<file path="src/sv/sse_pkg.sv">
package sse_pkg;

    localparam int KEY_W     = 32;
    localparam int ACTION_W  = 2;
    localparam int ENTRY_W   = 7;
    localparam int ENTRY_MAX = 127;
    localparam int GROUP_W   = 32;

    localparam logic [ACTION_W-1:0] ACT_QUERY  = 2'd0;
    localparam logic [ACTION_W-1:0] ACT_INSERT = 2'd1;
    localparam logic [ACTION_W-1:0] ACT_DELETE = 2'd2;

    typedef enum logic [1:0] {
        ST_IDLE,
        ST_CMP,
        ST_GRP,
        ST_APPLY
    } t_state;

    typedef struct packed {
        logic cmp_en;
        logic ins;
        logic del;
    } t_cell_ctl;

endpackage

</file>
<file path="src/sv/sse_found.sv">
module sse_found #(
    parameter int CAPACITY = 64
) (
    input  logic                i_clk,
    input  logic [CAPACITY-1:0] i_eq,
    output logic                o_found
);

    localparam int NGRP  = (CAPACITY + sse_pkg::GROUP_W - 1) / sse_pkg::GROUP_W;
    localparam int PAD_W = NGRP * sse_pkg::GROUP_W;

    logic [PAD_W-1:0] w_pad;
    logic [NGRP-1:0]  r_grp;

    assign w_pad = PAD_W'(i_eq);

    // first level of the or tree, registered
    always_ff @(posedge i_clk) begin
        for (int g = 0; g < NGRP; g++) begin
            r_grp[g] <= |w_pad[g*sse_pkg::GROUP_W +: sse_pkg::GROUP_W];
        end
    end

    assign o_found = |r_grp;

endmodule

</file>
<file path="config.mk">
export PLATFORM = sky130hd
export DESIGN_NAME = sse_found
export DESIGN_NICKNAME = d
export VERILOG_FILES = /design/src/sv/sse_pkg.sv /design/src/sv/sse_found.sv
export SDC_FILE = /design/constraint.sdc
export NUM_CORES = 1
export LEC_CHECK = 0
export ABC_AREA = 0
export ABC_CLOCK_PERIOD_IN_PS = 2600
export BUFFER_PORTS_ARGS = -buffer_cell sky130_fd_sc_hd__buf_2
export CORE_AREA = 2 2 39 41
export CTS_CLUSTER_DIAMETER = 80
export DETAILED_ROUTE_END_ITERATION = 7
export DIE_AREA = 0 0 41 43
export HOLD_SLACK_MARGIN = 0.02
export PLACE_DENSITY = 0.69
export SYNTH_ARGS = -nofsm -noshare
export SYNTH_HDL_FRONTEND = slang
export SYNTH_SLANG_ARGS = --single-unit
</file>
<file path="constraint.sdc">
create_clock -name i_clk -period 2.6 [get_ports i_clk]
set_input_delay 0.52 -clock i_clk [delete_from_list [all_inputs] [get_ports i_clk]]
set_output_delay 0.52 -clock i_clk [all_outputs]
set_load 0.02 [all_outputs]
</file>
Word level (Yosys, flattened, before mapping). Index checks and enable logic that the tools add are counted.

Reductions and logical operators: 3.

Operators with widths (count): 32-bit OR reduction (2); 2-bit OR reduction (1).

Flip-flop bits (word level): 2. Input port bits: 65. Output and inout port bits: 1. Word-level logic and storage cells: 4.

Logic depth before layout (Yosys ltp).
Depth in word-level cells: 1. Depth in mapped cells: 3. Gate-level depth less buffers: 3.

Least setup slack after synthesis. No wires, ideal clock.

Path kind: input-to-reg. From: input i_eq[28]. To: register r_grp[0]. Library setup time: 0.120 ns. Data arrival time: 1.081 ns. Data required time: 2.480 ns. Setup slack: 1.399 ns. Cell stages on the path: 3. Path buffers: 0. Cell sequence: nor4_1 > nand4_1 > or2_1.

Longest elaborated chain between the ends: 1.

Ends and longest elaborated chain: from (decl) (line sse_found.sv:5) `input logic [CAPACITY-1:0] i_eq,`; 32-bit OR reduction (line sse_found.sv:20) `r_grp[g] <= |w_pad[g*sse_pkg::GROUP_W +: sse_pkg::GROUP_W];`; to (signal, indexed assignment) (line sse_found.sv:20); to (decl) (line sse_found.sv:13) `logic [NGRP-1:0] r_grp;`.

No other way between the ends.

Worst setup path after layout.
From: register r_grp[1]. To: output o_found.

Longest elaborated chain between the ends: 1.

Ends and longest elaborated chain: 2-bit OR reduction (line sse_found.sv:24) `assign o_found = |r_grp;`; to (decl) (line sse_found.sv:6) `output logic o_found`.

No other way between the ends.

==> summary.txt <==
fin crit period = 1.449 ns
vias = 462
cell family with most CP delay = flip-flops
drt first pass iters = 4
clk buf depth = 2
Hold Path Origin = i_eq[26]
Die ar. = 0.001763 mm^2
status = finished clean
Area Overhead vs Synth = 187.3%
grt ovf = 0
Net Sw Frac = 20.40%
Min-Delay Path Class = in -> reg
worst hold path endpoint = r_grp[0]
Final WS setup = 1.151 ns
worst hold stages = 4
final setup vio count = 0
max FFs per register = 2
register share of total power = 20.9%
Unique masters post-synth = 6
H-Tree Depth = 1
DR vias/cell = 4.239
# port buffers = 65
largest net degree at the start of global routing = 3
RD Place Congestion = 0.6827
Reg area = 40.04 um^2
Final Hold Fails = 0
P_int = 118.1 uW
Avg Cell Area, Syn = 7.858 um^2
Worst EP required = 2.08 ns
unrepaired setup endpoints after global routing = false
Setup crit end kind = output port
first-pass GRT wire length = 1.780 mm
wirelength, routed = 1.043 mm
Post-Place Setup Slack = 1.187 ns
power share of the combinational group = 35.4%
leakage power = 0.0002945 uW
CP Cell Sequence = or2_2, buf_2
Net Sw Power = 30.27 uW
Setup TNS Final = 0 ns
postcts setup bufs = 0
Seq/Total Area, Yosys = 20.38%
Routed Antenna Nets = 0
Synth top area share = 44.59%
GRT Total Usage = 14.23%
Main synth FF type = dfxtp_1
ys async rst share = 0%
Pins Over Slew Limit = 0
cells after synthesis = 25
largest area contributor in the netlist = nor4_1
Buffers & Inverters on Critical Path = 1
Ports = 66
CP peak stage delay = 0.28 ns
Final Cell Area = 564.3 um^2
Peak VDD IR = 0.07065 mV
Worst Max-Slew Pin Slew = 0.2691 ns
die width = 41 um
FF+latch count, synth = 2
clock transition at the registers of the reported paths = 0.03 ns
Max-Cap Viols = 0
initial antenna violation count = 0
Mapped Area = 196.4 um^2
WS Path Type = reg -> out
area of the multi-input gates = 156.4 um^2
ratio of cells with drive above 1 in the final layout = 76.34%
Worst setup SP type = flip-flop
yosys warns = 0
DP Area = 541.8 um^2
Post-synth EDFFs = 0
Avg WL per Cell = 9.569 um
Max-slew headroom = 81.90%
TritonCTS buffer count = 3
CP arrival = 0.93 ns
Post-Syn Nets = 90
vias in the first global route = 483
Post-Place Cells = 106
Max Fclk = 690.2 MHz
Fillers = 150
most numerous cell in the Yosys netlist = nor4_1
# nets final = 160
# diodes = 0
FP Rows = 14
clk sinks = 2
ranking of synthesized cells by area = nor4_1 45%, dfxtp_1 20%, nand4_1 13%
Starting Density = 14.20%
period utilization = 55.73%
Regs by FF count = r_grp: 2 flops
DR iter-0 viols = 3
critical path's slowest cell = dfxtp_1
drc violations = 0
die span in y = 43 um
worst-path maximum fanout = 1
CTS Hold Bufs = 0
core area = 0.001384 mm^2
CTS root buf = clkbuf_4
synth cell count leaders = 14 x nor4_1, 4 x nand4_1, 2 x dfxtp_1, 2 x nor4_2, 2 x or2_1
Clock Power Share = 43.7%
Largest Register = r_grp
final design utilization = 40.78%
post-CTS sizing = 0
Post-Layout Cell Count = 109
TritonCTS clock tree = built
Power Density = 263.0 mW/mm^2
[kinds of logic (layout without fill, tap and decap cells)]
group	count (synthesis)	count (layout)	synth area share, %
and+or+nand+nor	23	23	79.61
buffers and inverters	0	68	0
DFF	2	2	20.38
[power by group through the flow]
| stage | clock network (uW) | logic, uW | registers [uW] |
|---|---|---|---|
| after detailed placement | 0 | 53.0 | 31.3 |
| after CTS | 69.2 | 53.0 | 30.9 |
| after global routing | 73.3 | 58.9 | 30.9 |
| after floorplan | 0 | 4.90 | 31.3 |
| after global placement | 0 | 51.5 | 31.3 |
| final | 64.9 | 52.6 | 31.0 |
[cell usage in the layout (no fill, tap or decap)]
cell      Yosys  routed
or2_2         1       1
clkbuf_4      0       3
dfxtp_1       2       2
nor4_2        2       2
or2_1         2       2
buf_2         0      65
nand4_1       4       4
nor4_1       14      14
[metrics by stage]
step                total power, uW  hold WS (ns)
finish                        148.4        0.5858
floorplan                     36.22        0.6932
detailed placement            84.31        0.8142
global placement              82.79        0.8054
CTS                           153.2        0.5849
global route                  163.1        0.5943
[per-layer routing]
| layer | GRT usage, % | up-vias | wire, um |
|---|---|---|---|
| li1 | - | 252 | - |
| met1 | 15.97 | 190 | 373 |
| met2 | 23.13 | 18 | 592 |
| met3 | 4.188 | 2 | 68 |
| met4 | 6.667 | 0 | 9 |
| met5 | 0 | - | 0 |
[worst max-delay path by stage]
stage,cells past startpoint,end,startpoint
6_report,2,o_found,r_grp[1]
3_5_place_dp,4,r_grp[0],i_eq[10]
2_1_floorplan,3,r_grp[0],i_eq[28]
3_3_place_gp,4,r_grp[1],i_eq[33]
5_1_grt,2,o_found,r_grp[1]
4_1_cts,2,o_found,r_grp[1]
[area by class of cell]
| cell class | count | share of cell area [%] |
|---|---|---|
| multi-input cells | 23 | 27.72 |
| clock buffers | 3 | 3.991 |
| flip-flops and latches | 2 | 7.095 |
| repair buffers | 65 | 57.65 |
| well taps | 16 | 3.548 |
No activity file was read; power rests on OpenSTA's default activity.
