==> config.mk <==
export PLATFORM = sky130hd
export DESIGN_NAME = sse_cell
export DESIGN_NICKNAME = d
export VERILOG_FILES = /design/src/sv/sse_pkg.sv /design/src/sv/sse_cell.sv
export SDC_FILE = /design/constraint.sdc
export NUM_CORES = 1
export LEC_CHECK = 0
export BUFFER_PORTS_ARGS = -buffer_cell sky130_fd_sc_hd__buf_4
export CORE_ASPECT_RATIO = 0.7
export CORE_UTILIZATION = 35
export DETAILED_ROUTE_END_ITERATION = 10
export PLACE_DENSITY_LB_ADDON = 0.1
export SKIP_CTS_REPAIR_TIMING = 1
export SYNTH_ARGS = -nofsm -noshare
export SYNTH_HDL_FRONTEND = slang
export SYNTH_SLANG_ARGS = --single-unit
==> constraint.sdc <==
create_clock -name i_clk -period 2.3 [get_ports i_clk]
set_input_delay 0.345 -clock i_clk [delete_from_list [all_inputs] [get_ports i_clk]]
set_output_delay 0.345 -clock i_clk [all_outputs]
set_load 0.02 [all_outputs]
==> src/sv/sse_pkg.sv <==
package sse_pkg;

    localparam int KEY_W     = 32;
    localparam int ACTION_W  = 2;
    localparam int ENTRY_W   = 7;
    localparam int ENTRY_MAX = 127;
    localparam int GROUP_W   = 32;

    localparam logic [ACTION_W-1:0] ACT_QUERY  = 2'd0;
    localparam logic [ACTION_W-1:0] ACT_INSERT = 2'd1;
    localparam logic [ACTION_W-1:0] ACT_DELETE = 2'd2;

    typedef enum logic [1:0] {
        ST_IDLE,
        ST_CMP,
        ST_GRP,
        ST_APPLY
    } t_state;

    typedef struct packed {
        logic cmp_en;
        logic ins;
        logic del;
    } t_cell_ctl;

endpackage

==> src/sv/sse_cell.sv <==
module sse_cell (
    input  logic                              i_clk,
    input  sse_pkg::t_cell_ctl                i_ctl,
    input  logic signed [sse_pkg::KEY_W-1:0]  i_value,
    input  logic                              i_live,
    input  logic                              i_prev_lt,
    input  logic signed [sse_pkg::KEY_W-1:0]  i_prev_key,
    input  logic signed [sse_pkg::KEY_W-1:0]  i_next_key,
    output logic signed [sse_pkg::KEY_W-1:0]  o_key,
    output logic                              o_lt,
    output logic                              o_eq
);

    logic signed [sse_pkg::KEY_W-1:0] r_key;
    logic                             r_lt;
    logic                             r_eq;

    // compare against the request, registered
    always_ff @(posedge i_clk) begin
        if (i_ctl.cmp_en) begin
            r_lt <= i_live && (r_key < i_value);
            r_eq <= i_live && (r_key == i_value);
        end
    end

    // shift right on insert, left on delete, at and above the slot
    always_ff @(posedge i_clk) begin
        if (i_ctl.ins && !r_lt) begin
            r_key <= i_prev_lt ? i_value : i_prev_key;
        end else if (i_ctl.del && !r_lt) begin
            r_key <= i_next_key;
        end
    end

    assign o_key = r_key;
    assign o_lt  = r_lt;
    assign o_eq  = r_eq;

endmodule

# Word level (Yosys, flattened, before mapping)
# Cells that the tools add are included.
classes:
  order_cmp: 1
  muxes: 3
  reduce_logical: 6
  n_eq_ne: 1
ops:
  columns: ["operator", "count"]
  rows:
  - ["32-bit two-way mux", 3]
  - ["32-bit equality test", 1]
  - ["32-bit < comparator", 1]
  - ["1-bit logical AND", 4]
  - ["2-bit nonzero test", 1]
  - ["1-bit logical NOT", 1]
totals:
  inputBits: 102
  regBits: 34
  elab_cells: 14

# Logic depth before layout (Yosys ltp)
# Gate-level depths: netlist of the first run.
depth:
  word_depth: 4
  ltp_mapped: 8
  mapped_depth_nobuf: 8

# Least setup slack after synthesis of the first run
# OpenSTA, ideal clock, no wires.
synth_timing:
  kind: "reg2reg"
  start: "register r_lt, in the netlist o_lt"
  end: "register r_key (netlist bit o_key[0]), enable pin"
  path_stages_with_launch: 2
  arrival_time_ps: 1901
  setup_slack_ps: -23
  n_path_buf: 0
  setup_time_ps: 422
  period_less_slack_ps: 2323
  cell_sequence: "edfxtp_1 nor2_1"
synth_via:
  elab_chain_len: 3
synth_rtl:
  columns: ["item", "line", "rtl"]
  rows:
  - ["start, declared", "sse_cell.sv:15", "logic r_lt;"]
  - ["start signal, assigned", "sse_cell.sv:21", "r_lt <= i_live && (r_key < i_value);"]
  - ["1-bit logical NOT (*)", "sse_cell.sv:28, sse_cell.sv:30", null]
  - ["1-bit logical AND (on tied branches)", "sse_cell.sv:28, sse_cell.sv:30", null]
  - ["2-bit nonzero test (no line) (*)", null, null]
  - ["end signal, assigned", "sse_cell.sv:29", "r_key <= i_prev_lt ? i_value : i_prev_key;"]
  - ["end signal, assigned", "sse_cell.sv:31", "r_key <= i_next_key;"]
  - ["end, declared", "sse_cell.sv:14", "logic signed [sse_pkg::KEY_W-1:0] r_key;"]
# Every way passes the cells marked *; elsewhere a longest branch is shown, timed or not.
# A chain may end at the register's enable or synchronous reset.

# Worst setup path in the final report of the first run
layout_timing:
  start: "register r_key (netlist bit o_key[14])"
  end: "register r_lt, in the netlist o_lt, data pin"
layout_via:
  elab_chain_len: 2
layout_rtl:
  columns: ["item", "line"]
  rows:
  - ["32-bit < comparator", "sse_cell.sv:21"]
  - ["1-bit logical AND", "sse_cell.sv:21"]
# Every way passes these cells.

==> impl_metrics.py, run 1 <==
metrics = {
    "timing": {
        "fin_crit_ps": 1950,
        "finalSetupViolCount": 0,
        "tightestPinTransition_ps": 573,
        "finalHoldWorstSlack_ps": 262,
        "fin_tns_setup_ps": 0,
        "worst_slack_ps": 346,
        "period_share": 0.850,
        "finClkSkew_ps": 9.97,
        "slew_headroom": 0.618,
        "slew_violations": 0,
        "grt_setup_unrepaired": "false",
        "hold_violations": 0,
        "clock.fmax_ghz": 0.512,
    },
    "global_route": {
        "grt.total_usage": 0.177,
        "first_global_vias": 2214,
        "grt-ovfl-total": 0,
        "grt_max_degree": 36,
        "antenna_found_initial": 0,
        "grt_first_pass_wirelength_mm": 10.4,
    },
    "die": {
        "start_util": 0.368,
        "fp.dieArea_mm2": 0.00758,
        "dieHeight_um": 73.1,
        "io_pins": 136,
        "die-width_um": 104,
        "rows": 25,
        "core_area_mm2": 0.00688,
    },
    "job": {
        "maxCapViolCount": 0,
    },
    "finish": {
        "finalNetCount": 529,
        "final_cells": 489,
        "layout-drive-gt1-share": 0.377,
        "area_delta_synth_final_pct": 47.9,
        "design_area_mm2": 0.00374,
        "post-route-util": 0.544,
        "antenna_cells": 0,
    },
    "worst_setup_path": {
        "arrival_ps": 2100,
        "crit_fanout": 3,
        "crit_chain": "ha_1 -> nand4_2 -> nor4_2 -> a22oi_1 -> a21oi_2 -> mux2i_1",
        "slowest_delay_ps": 400,
        "critical_path_class": "reg -> reg",
        "critPathRequiredTime_ps": 2440,
        "crit_slowest_cell": "edfxtp_1",
        "cp-start-kind": "register",
        "endpoint_kind": "register",
    },
    "cts": {
        "clk_latency_ps": 290,
        "clk_path_buf_depth": 2,
        "root_buffer": "clkbuf_8",
        "cts_buffers": 5,
        "cts_tree": "done",
        "clk_pin_slew_ps": 70,
        "htree_levels": 2,
        "cts_sinks": 34,
    },
    "synthesis": {
        "yosysTopAreaCell": "edfxtp_1",
        "syn_inst": 262,
        "synth_commonest_cells": "nand2_1, edfxtp_1, inv_1",
        "yosysTopAreaCellShare": 0.404,
        "ys_ff_latch": 34,
        "syn_area_mm2": 0.00253,
        "synth_area_per_cell_um2": 9.66,
        "seq_area_frac_synth": 0.404,
        "yosysMostFrequentCell": "nand2_1",
        "synth_top_flop_cell": "edfxtp_1",
        "synth-async-reset-ratio": 0,
        "ys_top_cells_by_area": "edfxtp_1, ha_1, mux2i_1, nand2_1, o21ai_0",
        "synth_nets": 396,
        "synth_edf_count": 34,
        "yosysWarnings": 0,
        "synth_cell_types": 24,
    },
    "min_path": {
        "min_path_type": "in -> reg",
    },
    "status": {
        "status": "complete, no violations",
    },
    "pwr": {
        "seqPwrFrac": 0.423,
        "power.leakage_nw": 1.90,
        "ir_drop_mv": 0.198,
        "p_int_mw": 1.32,
        "p_per_area_mw_per_mm2": 514,
        "switchingPower_mw": 0.601,
        "clkPwrFrac": 0.220,
        "switching_share": 0.313,
        "p_total_mw": 1.92,
        "combPwrFrac": 0.357,
    },
    "detailed_routing": {
        "drt-pass1-iter-count": 4,
        "wl_per_cell_um": 13.1,
        "drt_wl_total_mm": 6.38,
        "vias": 2261,
        "route.detailed.drc": 0,
        "routed_via_density": 4.62,
        "ant_nets": 0,
        "drt_iter0_drc": 70,
    },
    "place": {
        "placed_cells_incl_taps": 482,
        "place_ws_ps": 286,
        "numPortBuffers": 135,
        "dpl.hpwl_mm": 5.05,
        "placed_area_mm2": 0.00367,
        "routabilityCongestion": 0.708,
    },
}
final cells by class:
class | instances | area (µm²)
clock buffers | 7 | 76.3
well taps | 94 | 118
multi-input cells | 183 | 1350
flip-flops and latches | 34 | 1020
fillers | 657 | 3140
repair buffers | 137 | 1050
inverters | 34 | 128
routing by layer:
metal  wire length [µm]  share of wire  track usage  vias up
met5                  0              0            0        -
met4                 70          0.011       0.0483        0
met3                441          0.069       0.0527        8
met2               2770           0.43        0.274       72
met1               3100           0.49        0.241      991
li1                   -              -            -     1190
placed cells by master (no fill, tap or decap), drive strengths merged, types with 3 or more instances in the layout:
master,count
edfxtp,34
nand3,3
o21ai,37
nor2,4
inv,34
clkbuf,7
ha,32
buf,137
nand4,6
a21oi,16
nand2,40
mux2i,33
logic make-up (layout without fill, tap and decap cells):
| logic type | count (synthesis) | after routing | share of synthesized area |
|---|---|---|---|
| fa+ha+maj | 32 | 32 | 0.158 |
| simple gates | 59 | 59 | 0.106 |
| compound gates | 59 | 59 | 0.134 |
| buf+inv | 45 | 178 | 0.0682 |
| flops | 34 | 34 | 0.404 |
| mux | 33 | 33 | 0.131 |
sequential cells by signal (all words and copies together), names as in the netlist:
name / count
o_key: 32
o_lt: 1
o_eq: 1
worst max-delay path, delay by kind of cell (launching register included):
kind	cells	cell delay (ps)
mux	1	190
simple gates	2	560
compound gates	2	300
fa+ha+maj	1	360
flops	1	400
path summary, 6_finish.rpt:
kind	start	to	slack, ps	cells after the start
max	o_key[14]	o_lt	350	6
max reg2reg	o_key[14]	o_lt	350	6
min	i_ctl[2]	o_eq	260	1
min reg2reg	o_lt	o_key[1]	750	1
power by group through the flow:
stage	clock, mW	combinational, mW	sequential (mW)
after floorplan	0	0.284	0.905
after global placement	0	0.689	0.825
after detailed placement	0	0.693	0.827
after CTS	0.435	0.698	0.814
after global routing	0.461	0.767	0.823
final	0.424	0.687	0.813
Note: power is estimated with default switching activity, not from simulation.
==> run 2, diff against run 1 <==
==> constraint.sdc (replaced) <==
create_clock -name i_clk -period 2 [get_ports i_clk]
set_input_delay 0.3 -clock i_clk [delete_from_list [all_inputs] [get_ports i_clk]]
set_output_delay 0.3 -clock i_clk [all_outputs]
set_load 0.02 [all_outputs]
==> run 2 against run 1 <==
- combinational power rose by 15%
- sequential power rose by 15%
- worst hold slack got worse by 31 ps
- clock power rose by 15%
- largest power group unchanged
- non-clock buffer count rose by 1
- first-iteration DRC count fell by 4.3%
- core utilization rose by 0.13 points
- die area did not move
- register-to-register slack got worse by 250 ps
- count of clock-buffer cells in the layout fell by 1
- highest routed layer unchanged
- critical path depth rose by 1
- cell count rose by 0.41%
==> impl_metrics.py, run 2 (same netlist as run 1, synthesis figures left out) <==
metrics = {
    "cts": {
        "htree_levels": 2,
        "root_buffer": "clkbuf_8",
        "clk_pin_slew_ps": 70,
        "clk_path_buf_depth": 2,
        "cts_sinks": 34,
        "cts_tree": "done",
        "clk_latency_ps": 280,
        "cts_buffers": 5,
    },
    "min_path": {
        "min_path_type": "in -> reg",
    },
    "worst_setup_path": {
        "critical_path_class": "reg -> reg",
        "r2r_setup_slack_ps": 90,
        "endpoint_kind": "register",
        "cp-start-kind": "register",
        "critPathRequiredTime_ps": 2030,
        "arrival_ps": 1930,
        "crit_fanout": 2,
    },
    "place": {
        "dpl.hpwl_mm": 4.94,
        "routabilityCongestion": 0.733,
        "numPortBuffers": 135,
        "place_ws_ps": 85.6,
    },
    "die": {
        "die-width_um": 104,
        "fp.dieArea_mm2": 0.00758,
        "rows": 25,
        "core_area_mm2": 0.00688,
        "start_util": 0.368,
        "io_pins": 136,
        "dieHeight_um": 73.1,
    },
    "timing": {
        "grt_setup_unrepaired": "false",
        "finalHoldWorstSlack_ps": 231,
        "finClkSkew_ps": 4.57,
        "worst_slack_ps": 93.6,
        "fin_crit_ps": 1910,
        "tightestPinTransition_ps": 564,
        "period_share": 0.953,
        "fin_tns_setup_ps": 0,
        "finalSetupViolCount": 0,
        "hold_violations": 0,
        "clock.fmax_ghz": 0.525,
        "slew_violations": 0,
        "slew_headroom": 0.624,
    },
    "global_route": {
        "grt.total_usage": 0.167,
        "grt_max_degree": 37,
        "antenna_found_initial": 0,
        "grt-ovfl-total": 0,
        "grt_first_pass_wirelength_mm": 9.85,
        "first_global_vias": 2128,
    },
    "detailed_routing": {
        "routed_via_density": 4.68,
        "drt-pass1-iter-count": 4,
        "wl_per_cell_um": 12.9,
        "drt_wl_total_mm": 6.35,
        "drt_iter0_drc": 67,
        "route.detailed.drc": 0,
        "ant_nets": 0,
        "vias": 2300,
    },
    "finish": {
        "multi_input_area_mm2": 0.00136,
        "antenna_cells": 0,
        "final_cell_mix": "buf_4, nand2_1, inv_1, edfxtp_1, mux2i_1",
        "finalNetCount": 530,
        "seqCellArea_mm2": 0.00102,
        "largest_reg_flops": 32,
        "fillers": 649,
        "post-route-util": 0.545,
        "layout_commonest_cell": "buf_4",
        "area_delta_synth_final_pct": 48.3,
        "layout-drive-gt1-share": 0.380,
    },
    "status": {
        "status": "complete, no violations",
    },
    "pwr": {
        "power.leakage_nw": 1.91,
        "p_per_area_mw_per_mm2": 589,
        "ir_drop_mv": 0.373,
        "p_total_mw": 2.21,
    },
    "job": {
        "maxCapViolCount": 0,
    },
}
[run 2: changes by cell type in the layout (fill, tap and decap cells not counted), sizes merged]
cell	previous run	this run
buf	137	138
clkbuf	7	6
clkinv	0	2
[run 2: layout make-up]
cell class                      count  area share
Multi-Input combinational cell    183       0.361
Timing Repair Buffer              138       0.280
Sequential cell                    34       0.272
Inverter                           34      0.0340
Tap cell                           94      0.0314
Clock buffer                        6      0.0193
Clock inverter                      2     0.00233
[run 2: metrics by stage]
stage / instances / cell area [µm²]
2_1_floorplan: 262 / 2530
3_3_place_gp: 482 / 3650
3_5_place_dp: 482 / 3650
4_1_cts: 490 / 3730
5_1_grt: 491 / 3750
6_report: 491 / 3750
[run 2: routing by layer]
metal / wire (µm) / GRT usage
met4: 49 / 0.0386
met5: 0 / 0
met3: 365 / 0.0464
met1: 3130 / 0.228
met2: 2800 / 0.265
[run 2: worst max-delay path, stage by stage (launching register included)]
cell and delay (ps):
edfxtp_1 400, ha_1 300, a21o_1 180, nand3_1 90
a21oi_2 70, a2111oi_4 380, a21oi_2 110, mux2i_1 120
[run 2: worst paths after layout]
check	start	end	cells after the start
worst max-delay path	o_key[9]	o_lt	7
worst min-delay path	i_ctl[2]	o_eq	1
worst max register to register	o_key[9]	o_lt	7
worst min register to register	o_key[1]	o_eq	3
[run 2: report_power, final]
group	internal (mW)	switching [mW]	total, mW
registers	0.891	0.0439	0.935
clock network	0.239	0.248	0.487
logic	0.384	0.404	0.789
total	1.51	0.696	2.21
